File: config.mk
export PLATFORM = sky130hd
export DESIGN_NAME = hsv_color_key_mask_top
export DESIGN_NICKNAME = d
export VERILOG_FILES = /design/src/hdl/hsvck_pkg.sv /design/src/hdl/hsvck_core.sv /design/src/hdl/hsv_color_key_mask_top.sv
export SDC_FILE = /design/constraint.sdc
export NUM_CORES = 1
export LEC_CHECK = 0
export ABC_AREA = 1
export ABC_CLOCK_PERIOD_IN_PS = 10500
export BUFFER_PORTS_ARGS = -buffer_cell sky130_fd_sc_hd__buf_2
export CORE_MARGIN = 3
export CORE_UTILIZATION = 52
export CTS_BUF_LIST = sky130_fd_sc_hd__clkbuf_8
export DETAILED_ROUTE_END_ITERATION = 7
export PLACE_DENSITY = 0.68
export SYNTH_ARGS = -nofsm -noshare
export SYNTH_HDL_FRONTEND = slang
export SYNTH_HIERARCHICAL = 1
export SYNTH_SLANG_ARGS = --single-unit
File: constraint.sdc
create_clock -name clk -period 10.5 [get_ports clk]
set_input_delay 2.1 -clock clk [delete_from_list [all_inputs] [get_ports clk]]
set_output_delay 2.1 -clock clk [all_outputs]
set_load 0.02 [all_outputs]
File: src/hdl/hsvck_pkg.sv
package hsvck_pkg;

    localparam int unsigned CH_W  = 8;
    localparam int unsigned NUM_W = 17;

    localparam logic [CH_W-1:0] SV_MIN = 8'd50;
    localparam logic [CH_W-1:0] WHITE  = 8'hFF;

    // hue band limits on the 0..179 scale
    localparam int unsigned H_BLUE_LO  = 85;
    localparam int unsigned H_BLUE_HI  = 130;
    localparam int unsigned H_RED_HI   = 10;
    localparam int unsigned H_RED_LO   = 160;
    localparam int unsigned H_GREEN_LO = 40;
    localparam int unsigned H_GREEN_HI = 84;

    typedef enum logic [1:0] {
        SEL_BLUE  = 2'd0,
        SEL_RED   = 2'd1,
        SEL_GREEN = 2'd2,
        SEL_NONE  = 2'd3
    } sel_t;

    typedef enum logic [1:0] {
        SEC_R = 2'd0,
        SEC_G = 2'd1,
        SEC_B = 2'd2
    } sector_t;

    // hue numerator and band limits, compared as num >= lim or num < lim
    typedef struct packed {
        logic             valid;
        logic [CH_W-1:0]  blue;
        logic [CH_W-1:0]  green;
        logic [CH_W-1:0]  red;
        logic             sv_ok;
        logic [NUM_W-1:0] num;
        logic [NUM_W-1:0] lim_blue_lo;
        logic [NUM_W-1:0] lim_blue_hi;
        logic [NUM_W-1:0] lim_red_hi;
        logic [NUM_W-1:0] lim_red_lo;
        logic [NUM_W-1:0] lim_green_lo;
        logic [NUM_W-1:0] lim_green_hi;
    } metric_t;

endpackage

File: src/hdl/hsvck_core.sv
module hsvck_core
    import hsvck_pkg::*;
(
    input  logic            clk,
    input  logic            rst_n,
    input  logic            in_valid,
    input  logic [CH_W-1:0] in_blue,
    input  logic [CH_W-1:0] in_green,
    input  logic [CH_W-1:0] in_red,
    output metric_t         metric
);

    localparam logic [9:0] M_BLUE_LO  = 10'(2 * H_BLUE_LO);
    localparam logic [9:0] M_BLUE_HI  = 10'(2 * (H_BLUE_HI + 1));
    localparam logic [9:0] M_RED_HI   = 10'(2 * (H_RED_HI + 1));
    localparam logic [9:0] M_RED_LO   = 10'(2 * H_RED_LO);
    localparam logic [9:0] M_GREEN_LO = 10'(2 * H_GREEN_LO);
    localparam logic [9:0] M_GREEN_HI = 10'(2 * (H_GREEN_HI + 1));
    localparam logic [9:0] S_NUM      = 10'(2 * 255);
    localparam logic [9:0] S_DEN      = 10'(2 * int'(SV_MIN) - 1);
    localparam logic [6:0] H_SCALE    = 7'd60;

    // stage 1: max, min, spread, sector
    logic                 v1_reg;
    logic [CH_W-1:0]      b1_reg, g1_reg, r1_reg, max1_reg, d1_reg;
    sector_t              sec1_reg;
    logic [CH_W-1:0]      max1_next, min1_next;
    sector_t              sec1_next;

    always_comb
    begin
        max1_next = in_blue;
        min1_next = in_blue;
        if (in_green > max1_next)
        begin
            max1_next = in_green;
        end
        if (in_red > max1_next)
        begin
            max1_next = in_red;
        end
        if (in_green < min1_next)
        begin
            min1_next = in_green;
        end
        if (in_red < min1_next)
        begin
            min1_next = in_red;
        end
        if (max1_next == in_red)
        begin
            sec1_next = SEC_R;
        end
        else if (max1_next == in_green)
        begin
            sec1_next = SEC_G;
        end
        else
        begin
            sec1_next = SEC_B;
        end
    end

    // stage 2: sector offset t, saturation and value tests
    logic                 v2_reg;
    logic [CH_W-1:0]      b2_reg, g2_reg, r2_reg, d2_reg;
    logic [11:0]          t2_reg;
    logic                 sv2_reg;
    logic [11:0]          t_raw, t_adj, d_x6;
    logic [NUM_W-1:0]     s_lhs, s_rhs;
    logic                 sv2_next;

    always_comb
    begin
        d_x6 = {2'b0, d1_reg, 2'b0} + {3'b0, d1_reg, 1'b0};
        case (sec1_reg)
            SEC_R:   t_raw = {4'b0, g1_reg} - {4'b0, b1_reg};
            SEC_G:   t_raw = {4'b0, b1_reg} - {4'b0, r1_reg} + {3'b0, d1_reg, 1'b0};
            default: t_raw = {4'b0, r1_reg} - {4'b0, g1_reg} + {2'b0, d1_reg, 2'b0};
        endcase
        // negative hue wraps by a full turn
        t_adj    = t_raw[11] ? t_raw + d_x6 : t_raw;
        s_lhs    = NUM_W'(d1_reg) * NUM_W'(S_NUM);
        s_rhs    = NUM_W'(max1_reg) * NUM_W'(S_DEN);
        sv2_next = (s_lhs >= s_rhs) && (max1_reg >= SV_MIN) && (d1_reg != '0);
    end

    // stage 3: hue numerator and band limits scaled by 2d
    metric_t metric_reg;

    always_ff @(posedge clk or negedge rst_n)
    begin
        if (!rst_n)
        begin
            v1_reg     <= 1'b0;
            v2_reg     <= 1'b0;
            metric_reg <= '0;
        end
        else
        begin
            v1_reg                  <= in_valid;
            v2_reg                  <= v1_reg;
            metric_reg.valid        <= v2_reg;
            metric_reg.blue         <= b2_reg;
            metric_reg.green        <= g2_reg;
            metric_reg.red          <= r2_reg;
            metric_reg.sv_ok        <= sv2_reg;
            metric_reg.num          <= NUM_W'(t2_reg) * NUM_W'(H_SCALE) + NUM_W'(d2_reg);
            metric_reg.lim_blue_lo  <= NUM_W'(d2_reg) * NUM_W'(M_BLUE_LO);
            metric_reg.lim_blue_hi  <= NUM_W'(d2_reg) * NUM_W'(M_BLUE_HI);
            metric_reg.lim_red_hi   <= NUM_W'(d2_reg) * NUM_W'(M_RED_HI);
            metric_reg.lim_red_lo   <= NUM_W'(d2_reg) * NUM_W'(M_RED_LO);
            metric_reg.lim_green_lo <= NUM_W'(d2_reg) * NUM_W'(M_GREEN_LO);
            metric_reg.lim_green_hi <= NUM_W'(d2_reg) * NUM_W'(M_GREEN_HI);
        end
    end

    always_ff @(posedge clk)
    begin
        b1_reg   <= in_blue;
        g1_reg   <= in_green;
        r1_reg   <= in_red;
        max1_reg <= max1_next;
        d1_reg   <= max1_next - min1_next;
        sec1_reg <= sec1_next;

        b2_reg  <= b1_reg;
        g2_reg  <= g1_reg;
        r2_reg  <= r1_reg;
        d2_reg  <= d1_reg;
        t2_reg  <= t_adj;
        sv2_reg <= sv2_next;
    end

    assign metric = metric_reg;

endmodule

File: src/hdl/hsv_color_key_mask_top.sv
// a pixel taken with start comes out with done after the register stages below
// throughput: one pixel per cycle, busy is always low
// four register stages: min/max, hue offset and saturation test,
// hue products, band compare and output mux; the receiver cannot stall
// reset clears the stage valid bits and sets color_select to blue
module hsv_color_key_mask_top
    import hsvck_pkg::*;
(
    input  logic            clk,
    input  logic            rst_n,
    input  logic            start,
    output logic            busy,
    input  logic            color_select_we,
    input  logic [1:0]      color_select,
    input  logic [CH_W-1:0] in_blue,
    input  logic [CH_W-1:0] in_green,
    input  logic [CH_W-1:0] in_red,
    output logic            done,
    output logic [CH_W-1:0] out_blue,
    output logic [CH_W-1:0] out_green,
    output logic [CH_W-1:0] out_red,
    output logic            kept
);

    sel_t    color_select_reg;
    metric_t metric;
    logic    in_band;
    logic    keep_next;
    logic    done_reg, kept_reg;
    logic [CH_W-1:0] blue_reg, green_reg, red_reg;

    assign busy = 1'b0;

    always_ff @(posedge clk or negedge rst_n)
    begin
        if (!rst_n)
        begin
            color_select_reg <= SEL_BLUE;
        end
        else if (color_select_we)
        begin
            color_select_reg <= sel_t'(color_select);
        end
    end

    hsvck_core u_core (
        .clk      (clk),
        .rst_n    (rst_n),
        .in_valid (start),
        .in_blue  (in_blue),
        .in_green (in_green),
        .in_red   (in_red),
        .metric   (metric)
    );

    // hue of 180 wraps to 0, which the red band covers either way
    always_comb
    begin
        unique case (color_select_reg)
            SEL_BLUE:  in_band = (metric.num >= metric.lim_blue_lo)
                                 && (metric.num < metric.lim_blue_hi);
            SEL_RED:   in_band = (metric.num < metric.lim_red_hi)
                                 || (metric.num >= metric.lim_red_lo);
            SEL_GREEN: in_band = (metric.num >= metric.lim_green_lo)
                                 && (metric.num < metric.lim_green_hi);
            default:   in_band = 1'b0;
        endcase
        keep_next = metric.sv_ok && in_band;
    end

    always_ff @(posedge clk or negedge rst_n)
    begin
        if (!rst_n)
        begin
            done_reg <= 1'b0;
        end
        else
        begin
            done_reg <= metric.valid;
        end
    end

    always_ff @(posedge clk)
    begin
        kept_reg  <= keep_next;
        blue_reg  <= keep_next ? metric.blue  : WHITE;
        green_reg <= keep_next ? metric.green : WHITE;
        red_reg   <= keep_next ? metric.red   : WHITE;
    end

    assign done      = done_reg;
    assign kept      = kept_reg;
    assign out_blue  = blue_reg;
    assign out_green = green_reg;
    assign out_red   = red_reg;

endmodule

# After elaboration in Yosys (flattened, before gate mapping)

Index checks and enable logic that the tools add are counted.

Flip-flop bits (word level): 225
Input bits: 30

$add $sub $neg: 9
Multiply operators: 8
$lt $le $gt $ge: 12
Eq/ne operators: 5
Mux-type cells: 8
Reductions and logical operators: 9

Operators by type and width:

| operator              | count |
|---|---|
| $ge 17x15->1          | 2 |
| $mul 8x8->16 const B  | 2 |
| $mux 8                | 4 |
| $mul 8x7->15 const B  | 2 |
| $sub 8x8->9           | 3 |
| $pmux 12 s2           | 1 |
| $mul 8x3->11 const B  | 2 |
| $add 17x8->17         | 1 |
| $ge 17x16->1          | 1 |
| $ge 17x17->1          | 1 |
| $lt 17x13->1          | 1 |
| $lt 17x16->1          | 1 |
| $lt 17x17->1          | 1 |
| $eq 8x8->1            | 2 |
| $gt 8x8->1            | 2 |
| $lt 8x8->1            | 2 |
| $mul 12x4->15 const B | 1 |
| $add 12x10->12        | 1 |
| $add 12x11->12        | 1 |
| $add 12x9->12         | 1 |
| $mul 8x4->12 const B  | 1 |
| $add 10x9->11         | 1 |
| $mux 11               | 1 |
| $ge 8x6->1 const B    | 1 |
| 9 further kinds       | 15 |

# Logic depth before layout (Yosys ltp)

Gate-level depths: netlist of the first run.

Word-level depth: 6
Gate-level depth with buffers: 35

# Modules after synthesis

Netlist of the first run, hierarchy kept.

By module, submodules not included:

| module                 | times used | cells an instance | area an instance (um2) |
|---|---|---|---|
| hsvck_core             | 1          | 1,740             | 15,190.8 |
| hsv_color_key_mask_top | 1          | 547               | 3,637.2 |

# Worst setup path before layout of the first run

No wires, ideal clock.

Path type: input -> register
Start: input port in_blue[7]
End: register u_core.d1_reg[7]
Library setup time: 0.109 ns
Arrival: 5.754 ns
Data required time: 10.391 ns
Setup slack: 4.637 ns
Stages on the path: 26
Buffers on the path: 3
Cells stage by stage: inv_1 ha_1 a21o_1 nor2_2 nand2_4 buf_6 clkbuf_1 o21ai_0 ha_1 a21oi_1 nor2_1 a211oi_1 nand2_2 buf_6 o21ai_1 ha_1 a21o_1 a31oi_1 inv_1 a21oi_1 or2_1 nand2_1 inv_1 nand3_1 nand2_1 inv_1

Cells in the longest elaborated chain, start to end: 5
Elaborated cells between the ends (all ways): 9
Classes of those cells: add/sub (1); order compare (4); mux (4)

RTL lines:

| what                                            | line                               | text |
|---|---|---|
| from (decl)                                     | hsv_color_key_mask_top.sv:15       | `input logic [CH_W-1:0] in_blue,` |
| $gt 8x8->1 / $lt 8x8->1 (equally long branches) | hsvck_core.sv:34, hsvck_core.sv:42 |  |
| $mux 8 (on tied branches)                       | hsvck_core.sv:34, hsvck_core.sv:42 |  |
| $gt 8x8->1 / $lt 8x8->1 (equally long branches) | hsvck_core.sv:38, hsvck_core.sv:46 |  |
| $mux 8 (on tied branches)                       | hsvck_core.sv:38, hsvck_core.sv:46 |  |
| $sub 8x8->8 *                                   | hsvck_core.sv:124                  | `d1_reg <= max1_next - min1_next;` |
| to (signal assigned)                            | hsvck_core.sv:124                  |  |
| to (decl)                                       | hsvck_core.sv:25                   | `logic [CH_W-1:0] b1_reg, g1_reg, r1_reg, max1_reg, d1_reg;` |

Every way passes the cells marked *; elsewhere a longest branch is shown, timed or not.
A chain may end at the register's enable or synchronous reset.

# Worst setup path in the final report of the first run

Start: input port in_blue[5]
End: register u_core.d1_reg[7]

Cells in the longest elaborated chain, start to end: 5
Elaborated cells between the ends (all ways): 9
Classes of those cells: add/sub (1); order compare (4); mux (4)

RTL lines:

| what                    | line              | text |
|---|---|---|
| $gt 8x8->1              | hsvck_core.sv:34  | `if (in_green > max1_next)` |
| $mux 8 *                | hsvck_core.sv:34  |  |
| $gt 8x8->1              | hsvck_core.sv:38  | `if (in_red > max1_next)` |
| $mux 8 *                | hsvck_core.sv:38  |  |
| net u_core.max1_next[2] | hsvck_core.sv:27  | `logic [CH_W-1:0] max1_next, min1_next;` |
| $sub 8x8->8 *           | hsvck_core.sv:124 |  |

The timed path passes the listed nets; every way through them passes the cells marked *.

==> impl_metrics.env, run 1 <==
export IMPL_status="completed"
export IMPL_drive_gt1_frac=0.0763
export IMPL_fin_skew_ns=0.0207
export IMPL_criticalPathCategory="in2reg"
export IMPL_hold_buffers=0
export IMPL_dpl_hpwl_um=34000
export IMPL_synthSimpleGateAreaFrac=0.165
export IMPL_place_ws_ns=3.95
export IMPL_die_h_um=196
export IMPL_ioPinCount=57
export IMPL_netlist_area_mm2=0.0188
export IMPL_cap_viol_max_count=0
export IMPL_rows=69
export IMPL_max_freq_mhz=165
export IMPL_regArea_mm2=0.00454
export IMPL_tightest_slew_ns=0.893
export IMPL_die_x_um=196
export IMPL_hold_class="reg2reg"
export IMPL_required_ns=10.93
export IMPL_maxSlewHeadroom=0.405
export IMPL_route_detailed_drc=0
export IMPL_cp_endpoint="u_core/d1_reg[7]$_DFF_P_"
export IMPL_synthTopCellsByArea="ha_1 (25%), dfrtp_1 (12%), dfxtp_1 (12%)"
export IMPL_area_growth_pct=6.51
export IMPL_regToRegEndpoint="u_core/sv2_reg$_DFF_P_"
export IMPL_synthXorXnorAreaFrac=0.0493
export IMPL_wirelength_um=40700
export IMPL_grt_pass1_wl_um=67800
export IMPL_reg2reg_from="u_core/d1_reg[4]$_DFF_P_"
export IMPL_dr_pass1_iters=5
export IMPL_cts_setup_buffers=0
export IMPL_synth_top_cell_by_area="ha_1"
export IMPL_yosysTopAreaCellShare=0.247
export IMPL_final_setup_tns_ns=0
export IMPL_drt_initial_drc_count=516
export IMPL_period_share=0.577
export IMPL_viasPerCell=5.05
export IMPL_seq_area_frac_synth=0.241
export IMPL_cts_sinks=204
export IMPL_crit_slowest_cell="ha_1"
export IMPL_antenna_found_initial=1
export IMPL_antenna_cells=0
export IMPL_worst_path_most_repeated_cell="nand2_1"
export IMPL_finalHoldViolCount=0
export IMPL_crit_arrival_ns=6.49
export IMPL_fin_util=0.562
export IMPL_gp_congestion=0.866
export IMPL_core_area_mm2=0.0357
export IMPL_cts_htree_levels=2
export IMPL_grt_use_total=0.215
export IMPL_setup_violations_final=0
export IMPL_largest_reg_flops=87
export IMPL_drtAntennaViolNets=0
export IMPL_synth_compound_area_frac=0.0867
export IMPL_layout_nets=2820
export IMPL_cts_buffer_depth=3
export IMPL_multiInputGateArea_mm2=0.0121
export IMPL_avgSynthCellArea_um2=8.23
export IMPL_cts_resized=0
export IMPL_clk_latency_ns=0.53
export IMPL_start_util=0.528
export IMPL_synth_top_family_by_area="adder cells"
export IMPL_gr_total_overflow=0
export IMPL_grt_max_degree=59
export IMPL_worstSetupStartpoint="in_blue[5]"
export IMPL_finalWorstSetupSlack_ns=4.44
export IMPL_cts_root_buf="clkbuf_8"
export IMPL_num_vias=14235
export IMPL_synth_mux_area_frac=0.000598
export IMPL_critPathLaunchType="input pin"
export IMPL_syn_inst=2287
export IMPL_synthFlopType="dfxtp_1"
export IMPL_synth_edf_count=0
export IMPL_dieArea_mm2=0.0385
export IMPL_cts_tree="yes"
export IMPL_reg2regPathDepth=24
export IMPL_rsz0062_at_grt="no"
export IMPL_io_buffers=55
export IMPL_period_needed_ns=6.06
export IMPL_grt_pass1_vias=14314
export IMPL_crit_fanout=23
export IMPL_clkTransAtPathRegs_ns=0.06
export IMPL_slowest_delay_ns=0.37
export IMPL_wl_per_cell_um=14.4
export IMPL_cts_made_buffers=36
export IMPL_synth_async_sr_flop_share=0.451
export IMPL_ys_ff_latch=204
export IMPL_slew_violations=0
export IMPL_critPathCaptureType="register"
export IMPL_ff2ff_setup_slack_ns=4.85
export IMPL_synthAdderAreaFrac=0.338
export IMPL_synth_distinct_cells=56
export IMPL_fillers=3256
export IMPL_yosysWarnings=6
## stage by stage
step | std cells | cell area, µm² | hold WS (ns)
detailed placement | 2756 | 19200 | 0.320
floorplan | 2308 | 18900 | 0.316
CTS | 2821 | 20100 | 0.326
global placement | 2756 | 19200 | 0.317
global route | 2821 | 20100 | 0.330
finish | 2821 | 20100 | 0.327
## critical path: cells and delay by family
kind | cells | cell delay [ns]
buffers and inverters | 6 | 0.58
AOI/OAI and AO/OA | 5 | 0.90
adders and majority gates | 3 | 0.97
and+or+nand+nor | 16 | 1.93
## per-layer routing
metal  wire [µm]  track usage  share of wire  up-vias
met5           0            0              0        -
met4        1300       0.0713          0.032        0
met3        1420       0.0297          0.035       77
met2       20500        0.388           0.50      210
met1       17400        0.263           0.43     6597
li1            -            -              -     7351
## worst min-delay path by stage
stage | start | endpoint | slack (ns) | cells past startpoint
after floorplan | u_core/sv2_reg$_DFF_P_ | u_core/metric[119]$_DFF_PN0_ | 0.32 | 0
after global placement | u_core/b2_reg[3]$_DFF_P_ | u_core/metric[139]$_DFF_PN0_ | 0.32 | 0
after detailed placement | u_core/g2_reg[1]$_DFF_P_ | u_core/metric[129]$_DFF_PN0_ | 0.32 | 0
after CTS | u_core/b2_reg[0]$_DFF_P_ | u_core/metric[136]$_DFF_PN0_ | 0.33 | 0
after global routing | u_core/b2_reg[0]$_DFF_P_ | u_core/metric[136]$_DFF_PN0_ | 0.33 | 0
final | u_core/g2_reg[1]$_DFF_P_ | u_core/metric[129]$_DFF_PN0_ | 0.33 | 0
## synthesized netlist by cell type (2+ instances only)
cell type / count
inv_1: 451
nand2_1: 394
ha_1: 371
a21oi_1: 154
dfxtp_1: 112
nor2_1: 112
nand3_1: 104
dfrtp_1: 92
fa_1: 86
xor2_1: 69
buf_4: 60
o21ai_0: 60
xnor2_1: 37
nand2_2: 18
nand3_2: 14
nand4_1: 14
o21ai_1: 14
nor3_1: 11
a21o_1: 10
o211ai_1: 7
or2_2: 7
and2_1: 6
nor2_2: 6
o21a_1: 6
a211oi_1: 5
o221ai_1: 5
a31oi_1: 4
buf_6: 4
clkbuf_1: 4
nand3b_1: 4
o21bai_1: 4
o31ai_1: 4
a21boi_0: 3
a31o_2: 3
nand2_4: 3
o2111ai_1: 3
a22oi_1: 2
conb_1: 2
inv_2: 2
nor3_2: 2
o21ai_2: 2
or2_1: 2
## cell usage in the layout (no fill, tap or decap), types with 5 or more instances in the layout
cell,n
o21a_1,6
nand3_1,104
o21ai_0,60
nand2_2,18
nand2_1,394
a21o_1,10
dfrtp_1,92
nor2_2,6
nor2_1,112
a21oi_1,154
fa_1,86
xor2_1,69
clkinvlp_4,5
nor3_1,11
o221ai_1,5
nand3_2,14
conb_1,23
ha_1,371
clkbuf_8,44
o21ai_1,14
xnor2_1,37
buf_2,54
a211oi_1,5
o211ai_1,7
inv_1,457
dfxtp_1,112
and2_1,6
nand4_1,14
or2_2,7
## area by class of cell
| class | count | share of cell area |
|---|---|---|
| clock buffers | 44 | 0.0302 |
| clock inverters | 21 | 0.0101 |
| inverters | 454 | 0.0850 |
| multi-input cells | 1580 | 0.605 |
| flip-flops and latches | 204 | 0.227 |
| well taps | 461 | 0.0288 |
| repair buffers | 57 | 0.0146 |
## kinds of logic (layout without fill, tap and decap cells)
family / after synthesis / after routing
AND/OR/NAND/NOR: 703 / 703
buffers and inverters: 524 / 576
adder cells (fa/ha/maj): 457 / 457
AO/OA/AOI/OAI: 290 / 290
flip-flops: 204 / 204
XOR/XNOR: 106 / 106
other: 2 / 23
multiplexers: 1 / 1
Power of run 1 is left out: the tool's default activity adds up to more than one toggle a clock period on the data nets, which glitch-free logic cannot reach.
==> run 2, diff against run 1 <==
--- a/config.mk
+++ b/config.mk
@@ -6,13 +6,13 @@
 export NUM_CORES = 1
 export LEC_CHECK = 0
 export ABC_AREA = 1
-export ABC_CLOCK_PERIOD_IN_PS = 10500
+export ABC_CLOCK_PERIOD_IN_PS = 4900
 export BUFFER_PORTS_ARGS = -buffer_cell sky130_fd_sc_hd__buf_2
 export CORE_MARGIN = 3
 export CORE_UTILIZATION = 52
 export CTS_BUF_LIST = sky130_fd_sc_hd__clkbuf_8
 export DETAILED_ROUTE_END_ITERATION = 7
-export PLACE_DENSITY = 0.68
+export PLACE_DENSITY = 0.71
 export SYNTH_ARGS = -nofsm -noshare
 export SYNTH_HDL_FRONTEND = slang
 export SYNTH_HIERARCHICAL = 1
==> constraint.sdc (replaced) <==
create_clock -name clk -period 4.9 [get_ports clk]
set_input_delay 0.98 -clock clk [delete_from_list [all_inputs] [get_ports clk]]
set_output_delay 0.98 -clock clk [all_outputs]
set_load 0.02 [all_outputs]
==> run 2 against run 1 <==
Effect of this change:
- non-clock buffer count up 47
- register-to-register slack worse by 4.7 ns
- utilization is 1.3 points higher
- wire length increased by 5.1%
- hold slack got worse by 0.0032 ns
- cell count is 1.6% higher
- flip-flop and latch count did not move
- critical path depth down 7
- largest cell class unchanged
- global-route usage up 0.69 points
- die area stayed put
- first-iteration DRC count is 25% higher
==> impl_metrics.env, run 2 (same netlist as run 1, synthesis figures left out) <==
export IMPL_route_met3_wl_um=1550
export IMPL_fin_skew_ns=0.0306
export IMPL_fillers=3197
export IMPL_core_area_mm2=0.0357
export IMPL_cts_buffer_depth=3
export IMPL_status="completed"
export IMPL_rsz0062_at_grt="yes"
export IMPL_hold_class="reg2reg"
export IMPL_regToRegEndpoint="u_core/sv2_reg$_DFF_P_"
export IMPL_whs_endpoint="u_core/metric[127]$_DFF_PN0_"
export IMPL_hold_buffers=0
export IMPL_clkTransAtPathRegs_ns=0.07
export IMPL_crit_arrival_ns=5.14
export IMPL_max_freq_mhz=212
export IMPL_rows=69
export IMPL_met2WireLength_um=22300
export IMPL_period_needed_ns=4.71
export IMPL_io_buffers=55
export IMPL_cap_viol_max_count=0
export IMPL_antenna_found_initial=0
export IMPL_clk_latency_ns=0.54
export IMPL_cts_sinks=204
export IMPL_path_cells="buf_4 -> fa_1 -> inv_1 -> fa_1 -> fa_1 -> fa_1 -> inv_1 -> ha_4 -> a21oi_1 -> o21ai_0 -> a21oi_1 -> xnor2_1 -> ha_1 -> inv_1 -> nor3_1 -> a211oi_1 -> o21ai_1 -> nand3_1 -> nand2_1 -> nor2_1 -> nand2_1 -> nand3_1 -> inv_1"
export IMPL_worstHoldStart="u_core/r2_reg[7]$_DFF_P_"
export IMPL_gr_total_overflow=0
export IMPL_dieArea_mm2=0.0385
export IMPL_cts_htree_levels=2
export IMPL_wl_met1_um=17200
export IMPL_wl_per_cell_um=14.9
export IMPL_die_x_um=196
export IMPL_finalWorstSetupSlack_ns=0.194
export IMPL_ioPinCount=57
export IMPL_tightest_slew_ns=0.960
export IMPL_setup_violations_final=0
export IMPL_start_util=0.528
export IMPL_area_growth_pct=8.96
export IMPL_cts_made_buffers=36
export IMPL_critPathLaunchType="register"
export IMPL_drt_initial_drc_count=646
export IMPL_layout_nets=2867
export IMPL_fin_util=0.575
export IMPL_reg2regPathDepth=23
export IMPL_wirelength_um=42800
export IMPL_slowest_delay_ns=0.56
export IMPL_holdWs_ns=0.324
export IMPL_dpl_hpwl_um=35700
export IMPL_cts_tree="yes"
export IMPL_drtAntennaViolNets=0
export IMPL_slew_violations=0
export IMPL_top_layer="met4"
export IMPL_maxSlewHeadroom=0.360
export IMPL_grt_pass1_vias=14749
export IMPL_grt_pass1_wl_um=69400
export IMPL_ff2ff_setup_slack_ns=0.19
export IMPL_crit_fanout=4
export IMPL_route_detailed_drc=0
export IMPL_multiInputGateArea_mm2=0.0123
export IMPL_required_ns=5.34
export IMPL_largest_reg_flops=87
export IMPL_grt_max_degree=77
export IMPL_period_share=0.960
export IMPL_dr_pass1_iters=5
export IMPL_criticalPathCategory="reg2reg"
export IMPL_critPathBufInv=5
export IMPL_path_delay_family="adder cells"
export IMPL_viasPerCell=5.10
export IMPL_gp_congestion=0.908
export IMPL_antenna_cells=0
export IMPL_min_path_cells=0
export IMPL_grt_use_total=0.222
export IMPL_crit_slowest_cell="fa_1"
export IMPL_final_cell_mix="inv_1 (458), nand2_1 (394), ha_1 (363)"
export IMPL_num_vias=14611
export IMPL_final_common_cell="inv_1"
export IMPL_regArea_mm2=0.00456
export IMPL_die_h_um=196
export IMPL_place_ws_ns=-0.0192
export IMPL_finalHoldViolCount=0
export IMPL_reg2reg_from="u_core/d1_reg[3]$_DFF_P_"
export IMPL_drive_gt1_frac=0.104
export IMPL_critPathCaptureType="register"
export IMPL_cts_root_buf="clkbuf_8"
==> run 2: cell count changes in the layout (fill, tap and decap cells not counted), moves of 4 or more <==
cell	delta
ha_4	+7
a21oi_2	+5
a21oi_1	-5
dfxtp_2	+5
o21ai_0	-4
dfxtp_1	-7
buf_4	+47
ha_1	-8
==> run 2: timing repair <==
item                                   CTS  global route
setup endpoints to repair                1             5
endpoints found under the hold margin    0             0
pin swaps                                0            16
buffers inserted                         0             4
resized for setup                        2            32
==> run 2: worst max path at each step <==
stage               depth (start not counted)                        to  slack [ns]                      from
floorplan                                  24    u_core/sv2_reg$_DFF_P_        0.02  u_core/d1_reg[3]$_DFF_P_
global placement                           24    u_core/sv2_reg$_DFF_P_        0.08  u_core/d1_reg[3]$_DFF_P_
detailed placement                         28  u_core/d1_reg[7]$_DFF_P_       -0.02                in_blue[7]
CTS                                        24    u_core/sv2_reg$_DFF_P_       0.002  u_core/d1_reg[3]$_DFF_P_
global route                               23    u_core/sv2_reg$_DFF_P_       -0.04  u_core/d1_reg[3]$_DFF_P_
finish                                     23    u_core/sv2_reg$_DFF_P_        0.19  u_core/d1_reg[3]$_DFF_P_
==> run 2: stage by stage <==
| stage | cell area, µm² | std cells | TNS (ns) |
|---|---|---|---|
| finish | 20500 | 2867 | 0 |
| global route | 20500 | 2867 | -0.0427 |
| floorplan | 18900 | 2308 | 0 |
| detailed placement | 19600 | 2799 | -0.0329 |
| CTS | 20300 | 2863 | 0 |
| global placement | 19600 | 2799 | 0 |
==> run 2: layout make-up <==
cell class | count | share of cell area
Timing Repair Buffer | 104 | 0.0315
Multi-Input combinational cell | 1580 | 0.598
Tap cell | 461 | 0.0281
Inverter | 454 | 0.0831
Sequential cell | 204 | 0.222
Clock inverter | 20 | 0.00781
Clock buffer | 44 | 0.0295
==> run 2: metal layers <==
layer  global-route usage  vias up
met1                0.251     6810
met4               0.0871        0
li1                     -     7437
met5                    0        -
met2                0.421      269
met3               0.0276       95
==> run 2: worst register-to-register path, delay by kind of cell (launching register included) <==
family | cells | cell delay (ns)
AND/OR/NAND/NOR | 6 | 0.38
adder cells (fa/ha/maj) | 6 | 2.56
AO/OA/AOI/OAI | 5 | 0.78
XOR/XNOR | 1 | 0.15
buffers and inverters | 5 | 0.38
flip-flops | 1 | 0.36
Power of run 2 is left out for the same reason.
